==> config.mk <==
export PLATFORM = sky130hd
export DESIGN_NAME = byte_stuffing_framer_core_flat
export DESIGN_NICKNAME = d
export VERILOG_FILES = /design/src/bsf_pkg.sv /design/src/bsf_chan_if.sv /design/src/bsf_encoder.sv /design/src/bsf_run_buffer.sv /design/src/byte_stuffing_framer_core.sv /design/src/flat_wrapper.sv
export SDC_FILE = /design/constraint.sdc
export NUM_CORES = 1
export LEC_CHECK = 0
export BUFFER_PORTS_ARGS = -buffer_cell sky130_fd_sc_hd__buf_2
export CORE_ASPECT_RATIO = 1.4
export CORE_MARGIN = 2
export CORE_UTILIZATION = 35
export CTS_BUF_LIST = sky130_fd_sc_hd__clkbuf_8 sky130_fd_sc_hd__clkbuf_16
export DETAILED_ROUTE_END_ITERATION = 6
export SETUP_SLACK_MARGIN = 0.1
export SLEW_MARGIN = 25
export SYNTH_ARGS = -nofsm -noshare
export SYNTH_HDL_FRONTEND = slang
export SYNTH_SLANG_ARGS = --single-unit
==> constraint.sdc <==
create_clock -name clk -period 12.1 [get_ports clk]
set_input_delay 2.42 -clock clk [delete_from_list [all_inputs] [get_ports clk]]
set_output_delay 2.42 -clock clk [all_outputs]
set_load 0.05 [all_outputs]
==> src/bsf_pkg.sv <==
// bsf_pkg: types and constants shared by the byte stuffing framer
// no dependencies; compile first
package bsf_pkg;

    localparam int MAX_RUN   = 9;
    localparam int RUN_CNT_W = 4;
    localparam int CFG_IDX_W = 3;

    // register indexes of the configuration port
    localparam logic [CFG_IDX_W-1:0] REG_FLAG       = 3'd0;
    localparam logic [CFG_IDX_W-1:0] REG_ADDRESS    = 3'd1;
    localparam logic [CFG_IDX_W-1:0] REG_ESCAPE     = 3'd2;
    localparam logic [CFG_IDX_W-1:0] REG_FLAG_SUB   = 3'd3;
    localparam logic [CFG_IDX_W-1:0] REG_ESCAPE_SUB = 3'd4;

    // reset values of the registers
    localparam logic [7:0] RST_FLAG       = 8'd126;
    localparam logic [7:0] RST_ADDRESS    = 8'd3;
    localparam logic [7:0] RST_ESCAPE     = 8'd125;
    localparam logic [7:0] RST_FLAG_SUB   = 8'd94;
    localparam logic [7:0] RST_ESCAPE_SUB = 8'd93;

    typedef struct packed {
        logic [7:0] flag_value;
        logic [7:0] address_value;
        logic [7:0] escape_value;
        logic [7:0] flag_substitute;
        logic [7:0] escape_substitute;
    } cfg_t;

    typedef struct packed {
        logic [7:0] data_byte;
        logic [7:0] ctrl_byte;
        logic       first_byte;
        logic       last_byte;
    } item_t;

    typedef struct packed {
        logic [7:0] value;
        logic       frame_end;
    } entry_t;

    typedef struct packed {
        logic [RUN_CNT_W-1:0]      count;
        entry_t [MAX_RUN-1:0]      entries;
    } run_t;

    typedef struct packed {
        logic [7:0] check_acc;
        logic       inside_frame;
    } frame_state_t;

    typedef struct packed {
        logic       two;
        logic [7:0] b0;
        logic [7:0] b1;
    } stuffed_t;

    // escape rule: flag test wins over escape test
    function automatic stuffed_t stuff_byte(input logic [7:0] b, input cfg_t cfg);
        stuffed_t s;
        s.two = 1'b0;
        s.b0  = b;
        s.b1  = cfg.escape_substitute;
        if (b == cfg.flag_value)
        begin
            s.two = 1'b1;
            s.b0  = cfg.escape_value;
            s.b1  = cfg.flag_substitute;
        end
        else if (b == cfg.escape_value)
        begin
            s.two = 1'b1;
            s.b0  = cfg.escape_value;
            s.b1  = cfg.escape_substitute;
        end
        return s;
    endfunction

endpackage

==> src/bsf_chan_if.sv <==
// bsf_chan_if: valid/ready channels for payload beats in and framed bytes out
// no dependencies
interface bsf_in_if;
    logic       valid;
    logic       ready;
    logic [7:0] data_byte;
    logic [7:0] ctrl_byte;
    logic       first_byte;
    logic       last_byte;

    modport source (output valid, output data_byte, output ctrl_byte,
                    output first_byte, output last_byte, input ready);
    modport sink   (input valid, input data_byte, input ctrl_byte,
                    input first_byte, input last_byte, output ready);
endinterface

interface bsf_out_if;
    logic       valid;
    logic       ready;
    logic [7:0] out_byte;
    logic       run_end;
    logic       frame_end;

    modport source (output valid, output out_byte, output run_end,
                    output frame_end, input ready);
    modport sink   (input valid, input out_byte, input run_end,
                    input frame_end, output ready);
endinterface

==> src/bsf_encoder.sv <==
// bsf_encoder: builds the whole byte run for one payload beat and the next frame state
// depends on bsf_pkg
module bsf_encoder
    import bsf_pkg::*;
(
    input  item_t        item,
    input  frame_state_t state,
    input  cfg_t         cfg,
    output run_t         run,
    output frame_state_t state_next
);

    always_comb
    begin
        logic [RUN_CNT_W-1:0] idx;
        logic [7:0]           acc_new;
        stuffed_t             s;

        run        = '0;
        idx        = '0;
        state_next = state;
        acc_new    = state.check_acc ^ item.data_byte;

        // header, sent without stuffing
        if (item.first_byte)
        begin
            run.entries[0] = '{value: cfg.flag_value, frame_end: 1'b0};
            run.entries[1] = '{value: cfg.address_value, frame_end: 1'b0};
            run.entries[2] = '{value: item.ctrl_byte, frame_end: 1'b0};
            run.entries[3] = '{value: item.ctrl_byte ^ cfg.address_value,
                               frame_end: 1'b0};
            idx     = RUN_CNT_W'(4);
            acc_new = item.data_byte;
        end

        if (item.first_byte || state.inside_frame)
        begin
            s = stuff_byte(item.data_byte, cfg);
            run.entries[idx] = '{value: s.b0, frame_end: 1'b0};
            if (s.two)
            begin
                run.entries[idx + 4'd1] = '{value: s.b1, frame_end: 1'b0};
                idx = idx + 4'd2;
            end
            else
            begin
                idx = idx + 4'd1;
            end

            if (item.last_byte)
            begin
                // bcc2 stuffed, then closing flag
                s = stuff_byte(acc_new, cfg);
                run.entries[idx] = '{value: s.b0, frame_end: 1'b0};
                if (s.two)
                begin
                    run.entries[idx + 4'd1] = '{value: s.b1, frame_end: 1'b0};
                    idx = idx + 4'd2;
                end
                else
                begin
                    idx = idx + 4'd1;
                end
                run.entries[idx] = '{value: cfg.flag_value, frame_end: 1'b1};
                idx = idx + 4'd1;
                state_next.check_acc    = '0;
                state_next.inside_frame = 1'b0;
            end
            else
            begin
                state_next.check_acc    = acc_new;
                state_next.inside_frame = 1'b1;
            end
        end
        else
        begin
            // dropped beat outside a frame
            s = stuff_byte(item.data_byte, cfg);
        end

        run.count = idx;
    end

endmodule

==> src/bsf_run_buffer.sv <==
// bsf_run_buffer: holds one byte run and shifts it into the output register
// depends on bsf_pkg and bsf_out_if
module bsf_run_buffer
    import bsf_pkg::*;
(
    input  logic       clk,
    input  logic       rst_n,
    input  logic       load,
    input  run_t       run,
    output logic       can_load,
    bsf_out_if.source  out_chan
);

    entry_t [MAX_RUN-1:0]  entries_reg, entries_next;
    logic [RUN_CNT_W-1:0]  left_reg, left_next;
    logic                  out_valid_reg, out_valid_next;
    logic [7:0]            out_byte_reg;
    logic                  run_end_reg;
    logic                  frame_end_reg;
    logic                  move;

    assign move     = (left_reg != '0) && (!out_valid_reg || out_chan.ready);
    assign can_load = (left_reg == '0) || ((left_reg == 4'd1) && move);

    always_comb
    begin
        entries_next = entries_reg;
        left_next    = left_reg;
        if (move)
        begin
            for (int i = 0; i < MAX_RUN - 1; i++)
            begin
                entries_next[i] = entries_reg[i + 1];
            end
            left_next = left_reg - 4'd1;
        end
        if (load)
        begin
            entries_next = run.entries;
            left_next    = run.count;
        end
    end

    assign out_valid_next = move || (out_valid_reg && !out_chan.ready);

    always_ff @(posedge clk or negedge rst_n)
    begin
        if (!rst_n)
        begin
            left_reg      <= '0;
            out_valid_reg <= 1'b0;
        end
        else
        begin
            left_reg      <= left_next;
            out_valid_reg <= out_valid_next;
        end
    end

    always_ff @(posedge clk)
    begin
        entries_reg <= entries_next;
        if (move)
        begin
            out_byte_reg  <= entries_reg[0].value;
            frame_end_reg <= entries_reg[0].frame_end;
            run_end_reg   <= (left_reg == 4'd1);
        end
    end

    assign out_chan.valid     = out_valid_reg;
    assign out_chan.out_byte  = out_byte_reg;
    assign out_chan.run_end   = run_end_reg;
    assign out_chan.frame_end = frame_end_reg;

endmodule

==> src/byte_stuffing_framer_core.sv <==
// byte_stuffing_framer_core: top level of the transmit framer
// depends on bsf_pkg, bsf_chan_if, bsf_encoder and bsf_run_buffer

// hdlc-style transmit framer. each payload beat on in_chan comes with first/last
// marks and a control byte; a first beat opens a frame with flag, address,
// control and control^address, every payload byte is escaped (flag -> escape +
// flag substitute, escape -> escape + escape substitute), and a last beat adds
// the escaped xor check byte and the closing flag. one beat makes 0 to 9 output
// bytes; out_chan carries one byte per cycle while ready stays high, so a plain
// middle byte makes one output byte and an escaped one makes two. the input
// register, the encoder and the run buffer overlap, so the next beat is taken in
// the same cycle the last byte of the current run moves to the output register.
// an accepted beat passes the input register and the run buffer before its first
// byte reaches the output register. beats arriving with first_byte low outside a
// frame are swallowed without output. config registers are written through cfg_wr_en /
// cfg_index / cfg_wdata; the user must write them only while the block is idle,
// which the block itself does not enforce; indexes past the last register are ignored.
module byte_stuffing_framer_core
    import bsf_pkg::*;
(
    input  logic                 clk,
    input  logic                 rst_n,
    bsf_in_if.sink               in_chan,
    bsf_out_if.source            out_chan,
    input  logic                 cfg_wr_en,
    input  logic [CFG_IDX_W-1:0] cfg_index,
    input  logic [7:0]           cfg_wdata
);

    // config registers
    cfg_t          cfg_reg, cfg_next;

    // input register
    logic          in_valid_reg, in_valid_next;
    item_t         item_reg;

    // frame state: running check byte and open-frame mark
    frame_state_t  state_reg, state_next;
    frame_state_t  enc_state;
    run_t          enc_run;

    logic          can_load;
    logic          load;
    logic          take_in;

    always_comb
    begin
        cfg_next = cfg_reg;
        if (cfg_wr_en)
        begin
            case (cfg_index)
                REG_FLAG:       cfg_next.flag_value        = cfg_wdata;
                REG_ADDRESS:    cfg_next.address_value     = cfg_wdata;
                REG_ESCAPE:     cfg_next.escape_value      = cfg_wdata;
                REG_FLAG_SUB:   cfg_next.flag_substitute   = cfg_wdata;
                REG_ESCAPE_SUB: cfg_next.escape_substitute = cfg_wdata;
                default:        cfg_next = cfg_reg;
            endcase
        end
    end

    // beat handshake: input register frees when its run can be loaded
    assign load          = in_valid_reg && can_load;
    assign in_chan.ready = !in_valid_reg || can_load;
    assign take_in       = in_chan.valid && in_chan.ready;
    assign in_valid_next = take_in || (in_valid_reg && !can_load);
    assign state_next    = load ? enc_state : state_reg;

    always_ff @(posedge clk or negedge rst_n)
    begin
        if (!rst_n)
        begin
            cfg_reg.flag_value        <= RST_FLAG;
            cfg_reg.address_value     <= RST_ADDRESS;
            cfg_reg.escape_value      <= RST_ESCAPE;
            cfg_reg.flag_substitute   <= RST_FLAG_SUB;
            cfg_reg.escape_substitute <= RST_ESCAPE_SUB;
            in_valid_reg              <= 1'b0;
            state_reg                 <= '0;
        end
        else
        begin
            cfg_reg      <= cfg_next;
            in_valid_reg <= in_valid_next;
            state_reg    <= state_next;
        end
    end

    // payload capture, no reset needed
    always_ff @(posedge clk)
    begin
        if (take_in)
        begin
            item_reg.data_byte  <= in_chan.data_byte;
            item_reg.ctrl_byte  <= in_chan.ctrl_byte;
            item_reg.first_byte <= in_chan.first_byte;
            item_reg.last_byte  <= in_chan.last_byte;
        end
    end

    // whole run for the held beat in one pass
    bsf_encoder u_encoder
    (
        .item       (item_reg),
        .state      (state_reg),
        .cfg        (cfg_reg),
        .run        (enc_run),
        .state_next (enc_state)
    );

    // run storage and output register
    bsf_run_buffer u_run_buffer
    (
        .clk      (clk),
        .rst_n    (rst_n),
        .load     (load),
        .run      (enc_run),
        .can_load (can_load),
        .out_chan (out_chan)
    );

endmodule

==> src/flat_wrapper.sv <==
// flat-port wrapper written by rule: the top's interface ports become plain ports
module byte_stuffing_framer_core_flat import bsf_pkg::*;
  (clk, rst_n, cfg_wr_en, cfg_index, cfg_wdata, in_chan_valid, in_chan_data_byte, in_chan_ctrl_byte, in_chan_first_byte, in_chan_last_byte, in_chan_ready, out_chan_valid, out_chan_out_byte, out_chan_run_end, out_chan_frame_end, out_chan_ready);
  bsf_in_if in_chan_i ();
  bsf_out_if out_chan_i ();
  input  logic clk;
  input  logic rst_n;
  input  logic cfg_wr_en;
  input  logic [CFG_IDX_W-1:0] cfg_index;
  input  logic [7:0] cfg_wdata;
  input wire logic [$bits(in_chan_i.valid)-1:0] in_chan_valid;
  input wire logic [$bits(in_chan_i.data_byte)-1:0] in_chan_data_byte;
  input wire logic [$bits(in_chan_i.ctrl_byte)-1:0] in_chan_ctrl_byte;
  input wire logic [$bits(in_chan_i.first_byte)-1:0] in_chan_first_byte;
  input wire logic [$bits(in_chan_i.last_byte)-1:0] in_chan_last_byte;
  output wire logic [$bits(in_chan_i.ready)-1:0] in_chan_ready;
  output wire logic [$bits(out_chan_i.valid)-1:0] out_chan_valid;
  output wire logic [$bits(out_chan_i.out_byte)-1:0] out_chan_out_byte;
  output wire logic [$bits(out_chan_i.run_end)-1:0] out_chan_run_end;
  output wire logic [$bits(out_chan_i.frame_end)-1:0] out_chan_frame_end;
  input wire logic [$bits(out_chan_i.ready)-1:0] out_chan_ready;
  assign in_chan_i.valid = in_chan_valid;
  assign in_chan_i.data_byte = in_chan_data_byte;
  assign in_chan_i.ctrl_byte = in_chan_ctrl_byte;
  assign in_chan_i.first_byte = in_chan_first_byte;
  assign in_chan_i.last_byte = in_chan_last_byte;
  assign in_chan_ready = in_chan_i.ready;
  assign out_chan_valid = out_chan_i.valid;
  assign out_chan_out_byte = out_chan_i.out_byte;
  assign out_chan_run_end = out_chan_i.run_end;
  assign out_chan_frame_end = out_chan_i.frame_end;
  assign out_chan_i.ready = out_chan_ready;
  byte_stuffing_framer_core u_core (.clk(clk), .rst_n(rst_n), .in_chan(in_chan_i), .out_chan(out_chan_i), .cfg_wr_en(cfg_wr_en), .cfg_index(cfg_index), .cfg_wdata(cfg_wdata));
endmodule
Yosys cells after proc, flatten, opt, wreduce, memory -nomap -nowiden
Index checks and enable logic that the tools add are counted.
{"block": "op_classes", "addsub": 6, "magnitude_cmp": 10, "n_eq_ne": 9, "muxes": 44, "bitwise_logic": 2, "reduce_logical": 31}
{"cell": "2-to-1 mux 81 bit", "count": 6}
{"cell": "bitwise mux 81 bit", "count": 5}
{"cell": "2-to-1 mux 72 bit", "count": 3}
{"cell": "demux 9 bit (select 4 bit)", "count": 5}
{"cell": "2-to-1 mux 17 bit", "count": 7}
{"cell": "2-to-1 mux 9 bit", "count": 6}
{"cell": "2-to-1 mux 36 bit", "count": 1}
{"cell": "2-to-1 mux 4 bit", "count": 9}
{"cell": "== test 8 bit", "count": 4}
{"cell": "less-than comparator 4 x 5 -> 1 bit (second input constant)", "count": 5}
{"cell": ">= comparator 4 x 1 -> 1 bit (second input constant)", "count": 5}
{"cell": "bitwise XOR 8 bit", "count": 2}
{"cell": "adder 4 x 1 -> 4 bit (second input constant)", "count": 3}
{"cell": "AND reduction 2 bit", "count": 6}
{"cell": "logical AND 1 bit", "count": 11}
{"cell": "adder 4 x 2 -> 4 bit (second input constant)", "count": 2}
{"cell": "2-to-1 mux 8 bit", "count": 1}
{"cell": "== test 3 x 2 -> 1 bit (second input constant)", "count": 2}
{"cell": "logical OR 1 bit", "count": 6}
{"cell": "== test 4 x 1 -> 1 bit (second input constant)", "count": 1}
{"cell": "logical NOT 1 bit", "count": 4}
{"cell": "logical NOT 4 bit", "count": 1}
{"cell": "nonzero test 4 bit", "count": 1}
{"cell": "subtractor 4 x 1 -> 4 bit (second input constant)", "count": 1}
{"cell": "other kinds (5)", "count": 5}
{"block": "totals", "reg_bits": 164, "out_inout_bits": 12, "word_cells": 137}

Longest topological paths before layout
{"block": "depth", "depth_word": 19, "mapped_depth": 18, "depth_no_buf": 14}

Hierarchy
A second synthesis with hierarchy kept.
{"block": "unflattened", "hier_cells": 990, "hier_area_um2": 10764.1}
{"module": "bsf_encoder", "instances": 1, "cells_per_inst": 652, "area_each_um2": 4349.2, "seq_area_each_um2": 0.0}
{"module": "bsf_run_buffer", "instances": 1, "cells_per_inst": 208, "area_each_um2": 3935.0, "seq_area_each_um2": 2857.7}
{"module": "byte_stuffing_framer_core", "instances": 1, "cells_per_inst": 130, "area_each_um2": 2479.9, "seq_area_each_um2": 1821.7}

Worst setup path after synthesis
No wires, ideal clock.
{"block": "synth_path", "path_type": "input -> register", "from": "in out_chan_ready", "to": "reg u_core.u_run_buffer.entries_reg[0] (netlist name), enable pin", "setup_time_ns": 0.445, "arrival_time_ns": 5.528, "setup_slack_ns": 6.128, "path_stages": 3, "cell_sequence": "nand2b_1 -> a21boi_0 -> nand2b_1"}
{"block": "synth_between", "elab_chain_len": 6}
{"element": "from (decl)", "line_no": "flat_wrapper.sv:21", "source": "input wire logic [$bits(out_chan_i.ready)-1:0] out_chan_ready;"}
{"element": "logical OR 1 bit (*)", "line_no": "bsf_run_buffer.sv:22", "source": "assign move = (left_reg != '0) && (!out_valid_reg || out_chan.ready);"}
{"element": "logical AND 1 bit (*)", "line_no": "bsf_run_buffer.sv:22"}
{"element": "net u_core.u_run_buffer.move", "line_no": "bsf_run_buffer.sv:20", "source": "logic move;"}
{"element": "logical AND 1 bit", "line_no": "bsf_run_buffer.sv:23", "source": "assign can_load = (left_reg == '0) || ((left_reg == 4'd1) && move);"}
{"element": "logical OR 1 bit", "line_no": "bsf_run_buffer.sv:23"}
{"element": "logical AND 1 bit", "line_no": "byte_stuffing_framer_core.sv:63", "source": "assign load = in_valid_reg && can_load;"}
{"element": "nonzero test 2 bit (no source line) (*)"}
{"element": "to (signal assigned)", "line_no": "bsf_run_buffer.sv:62", "source": "entries_reg <= entries_next;"}
{"element": "to (decl)", "line_no": "bsf_run_buffer.sv:14", "source": "entry_t [MAX_RUN-1:0] entries_reg, entries_next;"}
The timed path passes the listed nets; every way through them passes the cells marked *.
A chain may end at the register's enable or synchronous reset.

Worst setup path in the final report
{"block": "layout_path", "from": "in out_chan_ready", "to": "out in_chan_ready"}
{"block": "layout_between", "elab_chain_len": 5}
{"element": "logical OR 1 bit", "line_no": "bsf_run_buffer.sv:22"}
{"element": "logical AND 1 bit", "line_no": "bsf_run_buffer.sv:22"}
{"element": "logical AND 1 bit", "line_no": "bsf_run_buffer.sv:23"}
{"element": "logical OR 1 bit", "line_no": "bsf_run_buffer.sv:23"}
{"element": "logical OR 1 bit", "line_no": "byte_stuffing_framer_core.sv:64", "source": "assign in_chan.ready = !in_valid_reg || can_load;"}
{"element": "to (decl)", "line_no": "flat_wrapper.sv:16", "source": "output wire logic [$bits(in_chan_i.ready)-1:0] in_chan_ready;"}
No other way between the ends.

==> key figures <==
Status
  – Outcome: complete, no violations

Die
  – Area of the die: 30690 um^2
  – Standard-cell rows: 74
  – Vertical extent of the die: 206.5 um
  – Number of ports placed on the die boundary: 46
  – Starting utilization of the core area: 35.36%
  – Core region area: 28980 um^2
  – Die extent in x: 148.6 um

Finish
  – Final layout net count: 1049
  – Flip-flop count of the largest register after layout: 81
  – Area growth from synthesis to final layout: 11.11%
  – Post-route cell area: 11390 um^2
  – Fillcell total: 2856
  – Antenna cells: 0
  – Share of cells above drive strength 1: 20.04%
  – Register cell area after layout: 4679 um^2
  – Multi-input gate area: 5195 um^2

Clock network
  – Htree depth: 4
  – Maximum root-to-sink buffer count: 2
  – Clock insertion delay at the later pin of the skew report: 0.46 ns
  – CTS Root Buffer Type: sky130_fd_sc_hd__clkbuf_16
  – Clock sink count: 164
  – Cts-stage hold buffer count: 0
  – CTS clock-pin slew for the worst setup and hold paths: 0.07 ns
  – CTS tree: yes
  – Number of clock buffers inserted by TritonCTS: 17
  – Post-CTS setup-driven buffer insertion count: 0
  – Number of gates resized after CTS: 0

Logic synthesis
  – Number of enable-type register cells in the synthesized netlist: 109
  – Portion of synthesized cell area occupied by the leading cell type: 31.94%
  – Cell area after synthesis: 10250 um^2
  – Leading post-synthesis cells by cell area: sky130_fd_sc_hd__edfxtp_1, sky130_fd_sc_hd__dfrtp_1, sky130_fd_sc_hd__dfstp_2, sky130_fd_sc_hd__mux2_2, sky130_fd_sc_hd__o21ai_0
  – Ys flop type: sky130_fd_sc_hd__edfxtp_1
  – Synthesized area per cell: 10.27 um^2
  – Synthesized net count: 1042
  – Synth unique cells: 73
  – Synthesis-stage register bit count: 164
  – Async S/R FF share, synth: 33.54%
  – Warning count from the yosys run: 0
  – Post-Syn Instances: 998
  – Post-synth top area cell: sky130_fd_sc_hd__edfxtp_1
  – Sequential area share after synthesis: 45.66%

Worst setup path
  – Crit-path leading delay family: compound AO/OA/AOI/OAI gates
  – Cell type with the highest occurrence count on the critical path: sky130_fd_sc_hd__buf_2
  – Library cell contributing the largest single delay on the critical path: sky130_fd_sc_hd__a21o_1
  – Kind of start point of the critical path: input port
  – Cells traversed along the worst timing path: buf_2, nand2b_1, a21o_1, a21bo_2, buf_2
  – Data arrival, critical path: 3.44 ns
  – Largest driver fanout on the critical path: 7
  – Type of the worst setup path: in2out
  – Req. time, crit path: 9.68 ns
  – Setup crit end kind: primary output
  – Buffer and inverter count on the worst path: 2
  – Delay of the slowest cell on the worst path: 0.25 ns

Timing
  – Tmin final: 5.858 ns
  – Setup repair after global routing missed its margin: no
  – Final Hold Viols: 0
  – Ratio of final minimum period to clock period: 48.41%
  – Total count of max-transition violations in the final report: 0
  – Actual transition at the worst max-transition pin: 1.153 ns
  – Total of endpoints with negative setup slack in the final report: 0
  – Clock skew after layout: 0.02068 ns
  – Worst hold slack: 0.4697 ns
  – Headroom to the max-slew limit: 20.92%
  – Setup TNS: 0 ns
  – Maximum clock frequency: 170.7 MHz

Drt
  – DRC Markers: 0
  – Detail-routed via count per cell: 6.106
  – Total wire length: 36240 um
  – Antenna violation net count after detailed routing: 0
  – Average wire per cell in the routed design: 25.92 um
  – Total via count in the routed design: 8536
  – Number of DRC markers in iteration 0: 1078
  – First-pass iteration count of the detailed router: 6

Placed design
  – Final estimated routing congestion in global placement: 1.029
  – Half-perimeter wire length of the detailed placement result: 26290 um
  – Placed cell area: 10770 um^2
  – Port Buffers: 45

Run
  – Number of max-cap violations: 0

GRT
  – Number of antenna violations at the first check in global routing: 0
  – Grt total ovfl: 0
  – Via count of the first global-routing pass: 8165
  – First-pass GRT wire length: 53620 um
  – Maximum number of pins on one net before global-route repair: 76
  – Global routing usage summed across all routing layers: 23.96%

Power
  – Maximum vdd drop: 0.0001152 V
  – Static leakage power: 4.386 nW
  – Pwr Density: 265.5 nW/um^2

Hold path
  – Worst hold path class: reg2reg
==> path summary, 6_finish.rpt <==
kind | slack, ns | cells after the start | start | end
max | 6.24 | 5 | out_chan_ready | in_chan_ready
min | 0.47 | 0 | u_core.u_run_buffer.entries_reg[8] | u_core.u_run_buffer.out_chan.out_byte[7]
max reg2reg | 6.55 | 14 | u_core.item_reg[1] | u_core.u_run_buffer.entries_reg[1]
min reg2reg | 0.47 | 0 | u_core.u_run_buffer.entries_reg[8] | u_core.u_run_buffer.out_chan.out_byte[7]
max in group asynchronous | 9.52 | 2 | rst_n | u_core.cfg_reg[28]
min in group asynchronous | 2.09 | 2 | rst_n | u_core.state_reg[3]
==> metrics by stage <==
step | setup slack [ns] | utilization, % | cells | power, W
floorplan | 6.128 | - | 998 | 0.002002
global placement | 6.254 | 37.13 | 1364 | 0.002436
detailed placement | 6.251 | 37.18 | 1365 | 0.002456
CTS | 6.247 | 39.12 | 1397 | 0.002995
global route | 6.195 | 39.29 | 1398 | 0.003163
finish | 6.242 | 39.29 | 1398 | 0.003023
==> power breakdown <==
group	internal [W]	switching (W)	total, W
logic	0.000477	0.000863	0.00134
registers	0.000953	0.000198	0.00115
clock network	0.000281	0.000253	0.000533
total	0.00171	0.00131	0.00302
==> synth_stat cells (5+ instances only) <==
master                     number
sky130_fd_sc_hd__a211oi_1      11
sky130_fd_sc_hd__a21o_1         8
sky130_fd_sc_hd__a21oi_1       44
sky130_fd_sc_hd__a221o_1       38
sky130_fd_sc_hd__a221oi_1      20
sky130_fd_sc_hd__a22o_1        12
sky130_fd_sc_hd__a31oi_1        8
sky130_fd_sc_hd__a41oi_1        5
sky130_fd_sc_hd__and2_1        13
sky130_fd_sc_hd__and3_1        16
sky130_fd_sc_hd__buf_2          9
sky130_fd_sc_hd__buf_4          7
sky130_fd_sc_hd__clkbuf_1      56
sky130_fd_sc_hd__dfrtp_1       31
sky130_fd_sc_hd__dfstp_2       24
sky130_fd_sc_hd__edfxtp_1     109
sky130_fd_sc_hd__ha_1          10
sky130_fd_sc_hd__inv_1         19
sky130_fd_sc_hd__mux2_2        52
sky130_fd_sc_hd__mux2i_1       38
sky130_fd_sc_hd__nand2_1      115
sky130_fd_sc_hd__nand2b_1       7
sky130_fd_sc_hd__nand3_1       32
sky130_fd_sc_hd__nand4_1        5
sky130_fd_sc_hd__nor2_1        42
sky130_fd_sc_hd__nor2b_1        9
sky130_fd_sc_hd__nor3_1        10
sky130_fd_sc_hd__o21a_1         6
sky130_fd_sc_hd__o21ai_0      101
sky130_fd_sc_hd__o221ai_1       9
sky130_fd_sc_hd__o22ai_1        6
sky130_fd_sc_hd__o31ai_1       13
sky130_fd_sc_hd__or3_1          5
sky130_fd_sc_hd__xnor2_1       21
sky130_fd_sc_hd__xor2_1        16
==> cells in the final DEF (no fill, tap or decap), types with 17 or more instances in the layout <==
cell / n
sky130_fd_sc_hd__dfrtp_1: 31
sky130_fd_sc_hd__mux2_2: 52
sky130_fd_sc_hd__a21oi_1: 44
sky130_fd_sc_hd__edfxtp_1: 109
sky130_fd_sc_hd__buf_4: 17
sky130_fd_sc_hd__buf_2: 45
sky130_fd_sc_hd__dfstp_2: 24
sky130_fd_sc_hd__nor2_1: 42
sky130_fd_sc_hd__xnor2_1: 21
sky130_fd_sc_hd__clkbuf_16: 18
sky130_fd_sc_hd__a221o_1: 38
sky130_fd_sc_hd__o21ai_0: 101
sky130_fd_sc_hd__a221oi_1: 20
sky130_fd_sc_hd__nand3_1: 31
sky130_fd_sc_hd__inv_1: 19
sky130_fd_sc_hd__nand2_1: 115
sky130_fd_sc_hd__mux2i_1: 37
==> cell type report <==
class / instances / share of cell area, %
Clock buffer: 18 / 3.956
Tap cell: 380 / 4.175
Clock inverter: 14 / 0.9889
Multi-Input combinational cell: 737 / 45.62
Timing Repair Buffer: 64 / 3.472
Sequential cell: 164 / 41.09
Inverter: 21 / 0.6922
==> logic make-up after synthesis <==
family | Yosys count | synth area share, %
compound gates | 316 | 21.49
xor+xnor | 44 | 4.517
fa+ha+maj | 10 | 1.221
buf+inv | 97 | 3.992
flops | 164 | 45.66
mux | 93 | 9.864
simple gates | 274 | 13.26
==> per-layer routing <==
metal  part of all wire, %  vias to the layer above  GRT usage, %
met3                   8.3                      138         5.298
met2                    46                      472         38.26
li1                      -                     3819             -
met5                     0                        -             0
met4                   7.7                        0         16.90
met1                    38                     4107         28.60
Power figures use the tool's default switching activity.
